$ cat config.mk
export PLATFORM = sky130hd
export DESIGN_NAME = smooth_threshold_peak_detector_core_flat
export DESIGN_NICKNAME = d
export VERILOG_FILES = /design/src/sv/stpd_pkg.sv /design/src/sv/stpd_if.sv /design/src/sv/stpd_step.sv /design/src/sv/smooth_threshold_peak_detector_core.sv /design/src/flat_wrapper.sv
export SDC_FILE = /design/constraint.sdc
export NUM_CORES = 1
export LEC_CHECK = 0
export BUFFER_PORTS_ARGS = -buffer_cell sky130_fd_sc_hd__clkbuf_2
export CELL_PAD_IN_SITES_DETAIL_PLACEMENT = 2
export CELL_PAD_IN_SITES_GLOBAL_PLACEMENT = 2
export CORE_UTILIZATION = 44
export CTS_CLUSTER_SIZE = 24
export DETAILED_ROUTE_END_ITERATION = 12
export HOLD_SLACK_MARGIN = 0.03
export PLACE_DENSITY = 0.95
export SLEW_MARGIN = 20
export SYNTH_ARGS = -nofsm -noshare
export SYNTH_HDL_FRONTEND = slang
export SYNTH_SLANG_ARGS = --single-unit
$ cat constraint.sdc
create_clock -name clk -period 13.6 [get_ports clk]
set_input_delay 0.68 -clock clk [delete_from_list [all_inputs] [get_ports clk]]
set_output_delay 0.68 -clock clk [all_outputs]
set_load 0.02 [all_outputs]
$ cat src/sv/stpd_pkg.sv
// Shared constants and types for the smoothed threshold peak detector.
// No dependencies; every other file refers to this package by scoped names.
`timescale 1ns / 1ps

package stpd_pkg;

    localparam int DEFAULT_SAMPLE_WIDTH = 16;
    localparam int DEFAULT_MAX_SAMPLES  = 131072;
    localparam int POSITION_WIDTH       = 17;
    localparam int RESULT_DEPTH         = 3;
    localparam int COUNT_WIDTH          = 2;

    // configuration register indexes
    localparam int CFG_INDEX_WIDTH = 2;
    localparam logic [CFG_INDEX_WIDTH-1:0] CFG_HIGH_THRESHOLD = 2'd0;
    localparam logic [CFG_INDEX_WIDTH-1:0] CFG_LOW_THRESHOLD  = 2'd1;

    // reset levels in Q7.8
    localparam int HIGH_THRESHOLD_RESET = 2511;
    localparam int LOW_THRESHOLD_RESET  = 1280;

    // result kinds
    localparam logic KIND_SAMPLE  = 1'b0;
    localparam logic KIND_SUMMARY = 1'b1;

    typedef struct packed {
        logic                      kind;
        logic [POSITION_WIDTH-1:0] position;
        logic                      exceeded;
        logic                      end_of_run;
    } stpd_res_ctrl_t;

endpackage

$ cat src/sv/stpd_if.sv
// Valid/ready channel interfaces for the sample input and the result output.
// Depends on stpd_pkg for widths.
`timescale 1ns / 1ps

interface stpd_in_if #(
    parameter int SAMPLE_WIDTH = stpd_pkg::DEFAULT_SAMPLE_WIDTH
);
    logic                           valid;
    logic                           ready;
    logic signed [SAMPLE_WIDTH-1:0] sample;
    logic                           is_last;

    modport source (output valid, output sample, output is_last, input ready);
    modport sink   (input valid, input sample, input is_last, output ready);
endinterface

interface stpd_out_if #(
    parameter int SAMPLE_WIDTH = stpd_pkg::DEFAULT_SAMPLE_WIDTH
);
    logic                                     valid;
    logic                                     ready;
    logic                                     kind;
    logic signed [SAMPLE_WIDTH-1:0]           value;
    logic [stpd_pkg::POSITION_WIDTH-1:0]      position;
    logic                                     exceeded;
    logic                                     end_of_run;

    modport source (output valid, output kind, output value, output position,
                    output exceeded, output end_of_run, input ready);
    modport sink   (input valid, input kind, input value, input position,
                    input exceeded, input end_of_run, output ready);
endinterface

$ cat src/sv/stpd_step.sv
// Per-sample datapath: smoothing, threshold detector, peak tracking and the
// next stream state. Purely combinational; depends on stpd_pkg.
`timescale 1ns / 1ps

module stpd_step #(
    parameter int SAMPLE_WIDTH = stpd_pkg::DEFAULT_SAMPLE_WIDTH,
    parameter int MAX_SAMPLES  = stpd_pkg::DEFAULT_MAX_SAMPLES,
    localparam int CW = $clog2(MAX_SAMPLES + 1)
) (
    input  logic signed [SAMPLE_WIDTH-1:0]       sample,
    input  logic                                 is_last,
    input  logic signed [SAMPLE_WIDTH-1:0]       older,
    input  logic signed [SAMPLE_WIDTH-1:0]       newer,
    input  logic [CW-1:0]                        seen,
    input  logic                                 armed,
    input  logic signed [SAMPLE_WIDTH-1:0]       peak_value,
    input  logic [stpd_pkg::POSITION_WIDTH-1:0]  peak_position,
    input  logic signed [SAMPLE_WIDTH-1:0]       high_threshold,
    input  logic signed [SAMPLE_WIDTH-1:0]       low_threshold,
    output logic [stpd_pkg::COUNT_WIDTH-1:0]     res_count,
    output logic signed [SAMPLE_WIDTH-1:0]       res_value [stpd_pkg::RESULT_DEPTH],
    output stpd_pkg::stpd_res_ctrl_t             res_ctrl  [stpd_pkg::RESULT_DEPTH],
    output logic signed [SAMPLE_WIDTH-1:0]       older_next,
    output logic signed [SAMPLE_WIDTH-1:0]       newer_next,
    output logic [CW-1:0]                        seen_next,
    output logic                                 armed_next,
    output logic signed [SAMPLE_WIDTH-1:0]       peak_value_next,
    output logic [stpd_pkg::POSITION_WIDTH-1:0]  peak_position_next
);

    localparam int SW  = SAMPLE_WIDTH;
    localparam int EW  = SAMPLE_WIDTH + 2;
    localparam int PW  = stpd_pkg::POSITION_WIDTH;
    localparam logic [CW-1:0] LAST_INDEX = CW'(MAX_SAMPLES - 1);
    localparam logic [CW-1:0] SEEN_MAX   = CW'(MAX_SAMPLES);

    // saturate an index at the bound, then keep the low position bits
    function automatic logic [PW-1:0] pos_of(input logic [CW-1:0] idx);
        logic [CW-1:0] cl;
        logic [31:0]   wide;
        cl   = (idx > LAST_INDEX) ? LAST_INDEX : idx;
        wide = 32'(cl);
        return wide[PW-1:0];
    endfunction

    logic signed [EW-1:0] x_e, older_e, newer_e;
    logic signed [EW-1:0] sum_first, sum_mid, sum_last;
    logic signed [EW-1:0] q_first, q_mid, q_last;

    logic                 start;
    logic [CW-1:0]        idx1;
    logic signed [SW-1:0] v1, v2, p1v, p2v;
    logic [PW-1:0]        pos1, pos2, p1p, p2p;
    logic                 exc1, exc2, arm1, arm2;

    stpd_pkg::stpd_res_ctrl_t summary_ctrl;

    always_comb
    begin
        x_e     = EW'(sample);
        older_e = EW'(older);
        newer_e = EW'(newer);

        sum_first = (newer_e <<< 1) + newer_e + x_e;
        sum_mid   = older_e + (newer_e <<< 1) + x_e;
        sum_last  = newer_e + (x_e <<< 1) + x_e;
        q_first   = sum_first >>> 2;
        q_mid     = sum_mid >>> 2;
        q_last    = sum_last >>> 2;

        start = (seen == '0);

        // first emitted sample of this transaction
        if (start)
        begin
            v1   = sample;
            idx1 = '0;
        end
        else
        begin
            v1   = (seen == CW'(1)) ? SW'(q_first) : SW'(q_mid);
            idx1 = seen - CW'(1);
        end
        pos1 = pos_of(idx1);

        if ((idx1 == '0) || (v1 > peak_value))
        begin
            p1v = v1;
            p1p = pos1;
        end
        else
        begin
            p1v = peak_value;
            p1p = peak_position;
        end
        exc1 = armed && (v1 > high_threshold);
        arm1 = (armed && !exc1) || (v1 < low_threshold);

        // closing sample of a stream, never the first index
        v2   = SW'(q_last);
        pos2 = pos_of(seen);
        if (v2 > p1v)
        begin
            p2v = v2;
            p2p = pos2;
        end
        else
        begin
            p2v = p1v;
            p2p = p1p;
        end
        exc2 = arm1 && (v2 > high_threshold);
        arm2 = (arm1 && !exc2) || (v2 < low_threshold);

        summary_ctrl.kind       = stpd_pkg::KIND_SUMMARY;
        summary_ctrl.position   = start ? p1p : p2p;
        summary_ctrl.exceeded   = 1'b0;
        summary_ctrl.end_of_run = 1'b1;

        res_value[0]           = v1;
        res_ctrl[0].kind       = stpd_pkg::KIND_SAMPLE;
        res_ctrl[0].position   = pos1;
        res_ctrl[0].exceeded   = exc1;
        res_ctrl[0].end_of_run = 1'b0;

        if (start)
        begin
            res_value[1] = p1v;
            res_ctrl[1]  = summary_ctrl;
        end
        else
        begin
            res_value[1]           = v2;
            res_ctrl[1].kind       = stpd_pkg::KIND_SAMPLE;
            res_ctrl[1].position   = pos2;
            res_ctrl[1].exceeded   = exc2;
            res_ctrl[1].end_of_run = 1'b0;
        end
        res_value[2] = p2v;
        res_ctrl[2]  = summary_ctrl;

        if (is_last)
        begin
            // stream closes: back to reset state
            res_count          = start ? 2'd2 : 2'd3;
            older_next         = '0;
            newer_next         = '0;
            seen_next          = '0;
            armed_next         = 1'b1;
            peak_value_next    = '0;
            peak_position_next = '0;
        end
        else if (start)
        begin
            res_count          = 2'd0;
            older_next         = older;
            newer_next         = sample;
            seen_next          = CW'(1);
            armed_next         = armed;
            peak_value_next    = peak_value;
            peak_position_next = peak_position;
        end
        else
        begin
            res_count          = 2'd1;
            older_next         = newer;
            newer_next         = sample;
            seen_next          = (seen < SEEN_MAX) ? seen + CW'(1) : seen;
            armed_next         = arm1;
            peak_value_next    = p1v;
            peak_position_next = p1p;
        end
    end

endmodule

$ cat src/sv/smooth_threshold_peak_detector_core.sv
// Top level of the smoothed threshold peak detector: configuration and stream
// state registers, result queue and checks. Depends on stpd_pkg, stpd_if.sv
// and stpd_step.
`timescale 1ns / 1ps

// Usage:
//   samples : valid/ready sink of signed Q7.8 samples; is_last closes a stream.
//   results : valid/ready source of result transactions. Each sample after the
//             first of a stream yields the smoothed previous sample; the last
//             sample also yields the smoothed last sample and a peak summary
//             (kind = summary, end_of_run = 1). A one-sample stream yields the
//             sample itself and the summary.
//   cfg_we/cfg_index/cfg_data : register writes, index 0 high threshold,
//             index 1 low threshold, other indexes ignored. Write only while
//             idle.
//   Output: results of an accepted sample are valid on the next cycle.
//   Throughput: one sample per cycle while results drain; after a closing
//             sample the input stalls while its 2 or 3 results leave the
//             three-entry result queue one per cycle.
//   Reset: thresholds return to 2511 and 1280, stream state clears, queue empty.
//   Stall: when results.ready is low the queue holds and samples.ready drops
//             once a result is waiting and cannot leave.
module smooth_threshold_peak_detector_core #(
    parameter int SAMPLE_WIDTH = stpd_pkg::DEFAULT_SAMPLE_WIDTH,
    parameter int MAX_SAMPLES  = stpd_pkg::DEFAULT_MAX_SAMPLES
) (
    input  logic                                   clk,
    input  logic                                   rst_n,
    stpd_in_if.sink                                samples,
    stpd_out_if.source                             results,
    input  logic                                   cfg_we,
    input  logic [stpd_pkg::CFG_INDEX_WIDTH-1:0]   cfg_index,
    input  logic [SAMPLE_WIDTH-1:0]                cfg_data
);

    localparam int CW    = $clog2(MAX_SAMPLES + 1);
    localparam int PW    = stpd_pkg::POSITION_WIDTH;
    localparam int DEPTH = stpd_pkg::RESULT_DEPTH;
    localparam int NW    = stpd_pkg::COUNT_WIDTH;

    logic signed [SAMPLE_WIDTH-1:0] high_reg, low_reg;
    logic signed [SAMPLE_WIDTH-1:0] older_reg, newer_reg, peak_value_reg;
    logic [PW-1:0]                  peak_position_reg;
    logic [CW-1:0]                  seen_reg;
    logic                           armed_reg;

    logic signed [SAMPLE_WIDTH-1:0] older_next, newer_next, peak_value_next;
    logic [PW-1:0]                  peak_position_next;
    logic [CW-1:0]                  seen_next;
    logic                           armed_next;

    logic [NW-1:0]                  res_count;
    logic signed [SAMPLE_WIDTH-1:0] res_value [DEPTH];
    stpd_pkg::stpd_res_ctrl_t       res_ctrl  [DEPTH];

    logic signed [SAMPLE_WIDTH-1:0] q_value_reg [DEPTH];
    stpd_pkg::stpd_res_ctrl_t       q_ctrl_reg  [DEPTH];
    logic [NW-1:0]                  cnt_reg;

    logic in_fire, out_fire;

    stpd_step #(
        .SAMPLE_WIDTH (SAMPLE_WIDTH),
        .MAX_SAMPLES  (MAX_SAMPLES)
    ) u_step (
        .sample             (samples.sample),
        .is_last            (samples.is_last),
        .older              (older_reg),
        .newer              (newer_reg),
        .seen               (seen_reg),
        .armed              (armed_reg),
        .peak_value         (peak_value_reg),
        .peak_position      (peak_position_reg),
        .high_threshold     (high_reg),
        .low_threshold      (low_reg),
        .res_count          (res_count),
        .res_value          (res_value),
        .res_ctrl           (res_ctrl),
        .older_next         (older_next),
        .newer_next         (newer_next),
        .seen_next          (seen_next),
        .armed_next         (armed_next),
        .peak_value_next    (peak_value_next),
        .peak_position_next (peak_position_next)
    );

    // take a sample when the queue is empty or its only entry leaves now
    assign samples.ready = (cnt_reg == '0) || ((cnt_reg == NW'(1)) && results.ready);
    assign in_fire       = samples.valid && samples.ready;
    assign out_fire      = results.valid && results.ready;

    assign results.valid      = (cnt_reg != '0);
    assign results.value      = q_value_reg[0];
    assign results.kind       = q_ctrl_reg[0].kind;
    assign results.position   = q_ctrl_reg[0].position;
    assign results.exceeded   = q_ctrl_reg[0].exceeded;
    assign results.end_of_run = q_ctrl_reg[0].end_of_run;

    always_ff @(posedge clk or negedge rst_n)
    begin
        if (!rst_n)
        begin
            high_reg          <= SAMPLE_WIDTH'(stpd_pkg::HIGH_THRESHOLD_RESET);
            low_reg           <= SAMPLE_WIDTH'(stpd_pkg::LOW_THRESHOLD_RESET);
            older_reg         <= '0;
            newer_reg         <= '0;
            seen_reg          <= '0;
            armed_reg         <= 1'b1;
            peak_value_reg    <= '0;
            peak_position_reg <= '0;
            cnt_reg           <= '0;
        end
        else
        begin
            if (cfg_we)
            begin
                unique case (cfg_index)
                    stpd_pkg::CFG_HIGH_THRESHOLD: high_reg <= cfg_data;
                    stpd_pkg::CFG_LOW_THRESHOLD:  low_reg  <= cfg_data;
                    default: ;
                endcase
            end

            if (in_fire)
            begin
                older_reg         <= older_next;
                newer_reg         <= newer_next;
                seen_reg          <= seen_next;
                armed_reg         <= armed_next;
                peak_value_reg    <= peak_value_next;
                peak_position_reg <= peak_position_next;
                cnt_reg           <= res_count;
            end
            else if (out_fire)
            begin
                cnt_reg <= cnt_reg - NW'(1);
            end
        end
    end

    // result queue payload: load on accept, shift toward the head on pop
    always_ff @(posedge clk)
    begin
        if (in_fire)
        begin
            for (int i = 0; i < DEPTH; i++)
            begin
                q_value_reg[i] <= res_value[i];
                q_ctrl_reg[i]  <= res_ctrl[i];
            end
        end
        else if (out_fire)
        begin
            for (int i = 0; i < DEPTH - 1; i++)
            begin
                q_value_reg[i] <= q_value_reg[i+1];
                q_ctrl_reg[i]  <= q_ctrl_reg[i+1];
            end
        end
    end

    a_last_gives_results: assert property (@(posedge clk) disable iff (!rst_n)
        in_fire && samples.is_last |=> results.valid && cnt_reg >= NW'(2))
        else $error("closing sample did not load its results");

    a_summary_fields: assert property (@(posedge clk) disable iff (!rst_n)
        results.valid && (results.kind == stpd_pkg::KIND_SUMMARY)
            |-> results.end_of_run && !results.exceeded)
        else $error("summary result with wrong flags");

    a_seen_bound: assert property (@(posedge clk) disable iff (!rst_n)
        seen_reg <= CW'(MAX_SAMPLES))
        else $error("sample count beyond bound");

    a_end_restarts: assert property (@(posedge clk) disable iff (!rst_n)
        in_fire && samples.is_last |=> seen_reg == '0 && armed_reg)
        else $error("stream state not cleared after closing sample");

endmodule

$ cat src/flat_wrapper.sv
// flat-port wrapper written by rule: the top's interface ports become plain ports
module smooth_threshold_peak_detector_core_flat 
#(
    parameter int SAMPLE_WIDTH = stpd_pkg::DEFAULT_SAMPLE_WIDTH,
    parameter int MAX_SAMPLES  = stpd_pkg::DEFAULT_MAX_SAMPLES
)
  (clk, rst_n, cfg_we, cfg_index, cfg_data, samples_valid, samples_sample, samples_is_last, samples_ready, results_valid, results_kind, results_value, results_position, results_exceeded, results_end_of_run, results_ready);
  stpd_in_if #(.SAMPLE_WIDTH(SAMPLE_WIDTH)) samples_i ();
  stpd_out_if #(.SAMPLE_WIDTH(SAMPLE_WIDTH)) results_i ();
  input  logic clk;
  input  logic rst_n;
  input  logic cfg_we;
  input  logic [stpd_pkg::CFG_INDEX_WIDTH-1:0] cfg_index;
  input  logic [SAMPLE_WIDTH-1:0] cfg_data;
  input wire logic [$bits(samples_i.valid)-1:0] samples_valid;
  input wire logic [$bits(samples_i.sample)-1:0] samples_sample;
  input wire logic [$bits(samples_i.is_last)-1:0] samples_is_last;
  output wire logic [$bits(samples_i.ready)-1:0] samples_ready;
  output wire logic [$bits(results_i.valid)-1:0] results_valid;
  output wire logic [$bits(results_i.kind)-1:0] results_kind;
  output wire logic [$bits(results_i.value)-1:0] results_value;
  output wire logic [$bits(results_i.position)-1:0] results_position;
  output wire logic [$bits(results_i.exceeded)-1:0] results_exceeded;
  output wire logic [$bits(results_i.end_of_run)-1:0] results_end_of_run;
  input wire logic [$bits(results_i.ready)-1:0] results_ready;
  assign samples_i.valid = samples_valid;
  assign samples_i.sample = samples_sample;
  assign samples_i.is_last = samples_is_last;
  assign samples_ready = samples_i.ready;
  assign results_valid = results_i.valid;
  assign results_kind = results_i.kind;
  assign results_value = results_i.value;
  assign results_position = results_i.position;
  assign results_exceeded = results_i.exceeded;
  assign results_end_of_run = results_i.end_of_run;
  assign results_i.ready = results_ready;
  smooth_threshold_peak_detector_core #(.SAMPLE_WIDTH(SAMPLE_WIDTH), .MAX_SAMPLES(MAX_SAMPLES)) u_core (.clk(clk), .rst_n(rst_n), .samples(samples_i), .results(results_i), .cfg_we(cfg_we), .cfg_index(cfg_index), .cfg_data(cfg_data));
endmodule
==> metrics list <==
- After the last flow step, the layout net total stands at 1,846.
- After Yosys synthesis, XOR and XNOR cells account for 3.18% of the synthesized area.
- Counting flops with an async set or reset pin after synthesis yields a share of 53.4%.
* Compound-cell area share of the yosys netlist: 16.8%
* Sequential fraction of the synthesis area: 38.8%
- TritonCTS clock tree: built
- Commonest cells after routing, fill and taps aside: nand2_1 (181), nor2_1 (150), o21ai_0 (142)
- Wire length of the first global-routing pass: 99,700 um
* Number of maximum-capacitance constraint violations: 0
- Part of the cycle the worst path needs: 75.0%
- The worst setup path is launched from a register.
* Number of nets still failing antenna checks after routing: 0
- Clock root buffer: clkbuf_16
- Post-synthesis instance area: 15,600 sq um
- After the first detailed-routing iteration, the DRC count stood at 1,314.
- The clock drives 221 sinks.
- Worst flop-to-flop path endpoint: u_core.q_ctrl_reg[1][5]
* Resize count post-CTS: 0
* Wirelength per Cell: 31.1 um
- Utilization of the core after routing: 49.2%
- In this run the worst setup path terminates at u_core.q_ctrl_reg[1][5].
- After floorplanning, the core was divided into 68 placement rows.
* Placed instance count: 2,054
* Largest incremental delay on the critical path: 0.63 ns
* Largest area contributor in the netlist: edfxtp_1
- Sum of overflow across all layers after global routing: 0
- The final layout contains routed wiring with a total length of 65,500 um.
* Clock network latency to the later pin of the worst-skew pair: 0.59 ns
- Synthesis produced a netlist with a net count of 1,821.
- R2r setup slk: 3.40 ns
- At the worst endpoint, the required time is 13.89 ns.
- Aggregate negative setup slack: 0 ns
- Run status: completed
- Fraction of post-synthesis cell area in the top cell type by area: 19.8%
* Maximum level of the CTS H-tree: 1
* Clock buffers created by TritonCTS: 27
* Final slew viol count: 0
- Unique cell type count in the Yosys netlist: 88
- After Yosys synthesis, and, or, nand and nor cells account for 13.9% of the synthesized area.
* Post-synth EDFFs: 103
- The final hold violation count is 0.
* Full die area: 36,300 sq um
- The number of antenna violations at the first check in global routing was 2.
* DP Wirelength: 41,700 um
* Max stage delay cell, worst path: a31oi_1
- Warnings, synthesis: 0
* R2r worst-path depth: 33
- CTS clock-pin slew for the worst setup and hold paths: 0.07 ns
- STA classifies the critical path endpoint as a register.
* Final setup fails: 0
- Multiplexer share of the synthesized area: 4.91%
- For this run, design rule violations remaining after detail routing come to 0.
- Main area contributors after synthesis: edfxtp_1 (20%), dfrtp_1 (17%), ha_1 (10%)
- Buffers on Ports: 77
- The number of hold buffers added after CTS was 0.
- The min-delay analysis places its worst path in the category input pin to asynchronous set/reset pin.
* Arrival time reported for the critical path endpoint: 10.50 ns
- Along the worst path, the maximum fanout reaches 31.
- Share of layout cells above drive strength 1: 12.5%
* Arithmetic-cell share of the synthesized area counting full adders, half adders and majority gates: 16.6%
- The worst pin sits at a relative slew slack of 14.3%.
- Entering global routing, the biggest net connects 73 pins.
- In the global route stage, overall resource usage came out at 36.7%.
* Number of synthesized register bits: 221
* Die height: 191 um
- Final GP Congestion: 0.940
* Cell count after synthesis: 1,604
* Via count: 13,800
- 1st-pass router iterations: 5
* Post-route insts no fill: 2,105
- Mean cell area of the mapped netlist: 9.75 sq um
- Tracing the worst setup path back leads to its startpoint at u_core.newer_reg[0].
* Antenna cell count: 0
* Vias in the first global route: 15,700
- The initial utilization of the core area, before any placement, comes to 45.0%.
- DIE WIDTH: 191 um
- Dividing the detail-routed via count by the number of cells gives 6.57.
- Worst-case clock buffer depth: 3
* Most common library cell in the layout ignoring fill and taps: nand2_1
- 78 I/O pins were placed.
* Tmin final: 10.20 ns
- Category of the most critical setup path: register to register
- Actual transition at the worst max-transition pin: 1.28 ns
* Largest clock skew in the final design: 0.0210 ns
* Setup fix buffers added after clock tree synthesis: 0
- By area, the combinational part of the netlist is dominated by compound AO/OA/AOI/OAI gates.
- Static timing analysis puts the maximum clock frequency at 0.0980 GHz.
- Flip-flop count of the largest register after layout: 55
- Relative to the synthesized area, the layout overhead comes to 9.27%.
* Unrepaired setup endpoints after global routing: false
- In the synthesized netlist the dominant register cell turns out to be dfrtp_1.
- Core region area: 34,700 sq um
- In this run the critical register-to-register path is launched from u_core.newer_reg[0].
[cells by family (layout without fill, tap and decap cells)]
logic type                 after synthesis  count (layout)
adders and majority gates              178             178
xor gates and xnor gates                56              56
and+or+nand+nor                        468             468
DFF                                    221             221
buffers and inverters                  197             243
muxes                                   73              73
AOI/OAI and AO/OA                      411             411
[per-stage QoR]
step / setup slack, ns / cell area [sq um] / hold WS (ns)
finish: 3.40 / 17100 / 0.118
global route: 3.33 / 17100 / 0.166
CTS: 3.45 / 17100 / 0.128
detailed placement: 3.48 / 16200 / 0.488
global placement: 4.35 / 16200 / 0.455
floorplan: 6.16 / 15600 / 0.384
[how the worst min path moves through the flow]
stage,slack (ns),depth (start not counted),endpoint
floorplan,0.38,0,u_core.cnt_reg[0]
global placement,0.45,2,u_core.peak_position_reg[15]
detailed placement,0.49,2,u_core.peak_value_reg[13]
CTS,0.13,1,u_core.newer_reg[10]
global route,0.17,1,u_core.newer_reg[10]
finish,0.12,1,u_core.newer_reg[10]
[layout make-up]
type / count / area [sq um]
well taps: 455 / 569
repair buffers: 97 / 549
inverters: 96 / 360
clock buffers: 34 / 702
clock inverters: 16 / 149
fillers: 3582 / 17600
multi-input cells: 1186 / 8700
flip-flops and latches: 221 / 6060
[worst max-delay path: cells and delay by family, from the launching register on]
kind	cells	cell delay, ns
mux	2	0.42
compound gates	15	4.31
fa+ha+maj	4	1.78
xor+xnor	1	0.15
simple gates	8	1.89
flops	1	0.44
buf+inv	3	0.89
[synthesized netlist by cell type (13+ instances only)]
cell type and n:
mux2_2 23, nor2_1 152, xor2_1 21, clkbuf_1 45, o21a_1 14, xnor2_1 34, a21oi_1 85, nor2b_1 14
edfxtp_1 103, a22o_1 28, mux2i_1 48, nand2_1 182, fa_1 49, a22oi_1 16, ha_1 128, nand3_1 20
dfrtp_1 107, o31ai_1 14, nand2b_1 13, inv_1 94, o21ai_0 142, and3_1 17, buf_4 35, nand4_1 16
a21o_1 27
[layer usage]
layer / share of wire (%) / global-route usage, % / vias to the layer above
met5: 0.018 / 0 / -
met4: 4.9 / 17.0 / 2
met3: 6.9 / 6.37 / 234
met2: 49 / 62.1 / 704
met1: 39 / 45.3 / 7165
li1: - / - / 5727
Power is left out: the tool's default activity adds up to more than one toggle a clock period on the data nets, which glitch-free logic cannot reach.
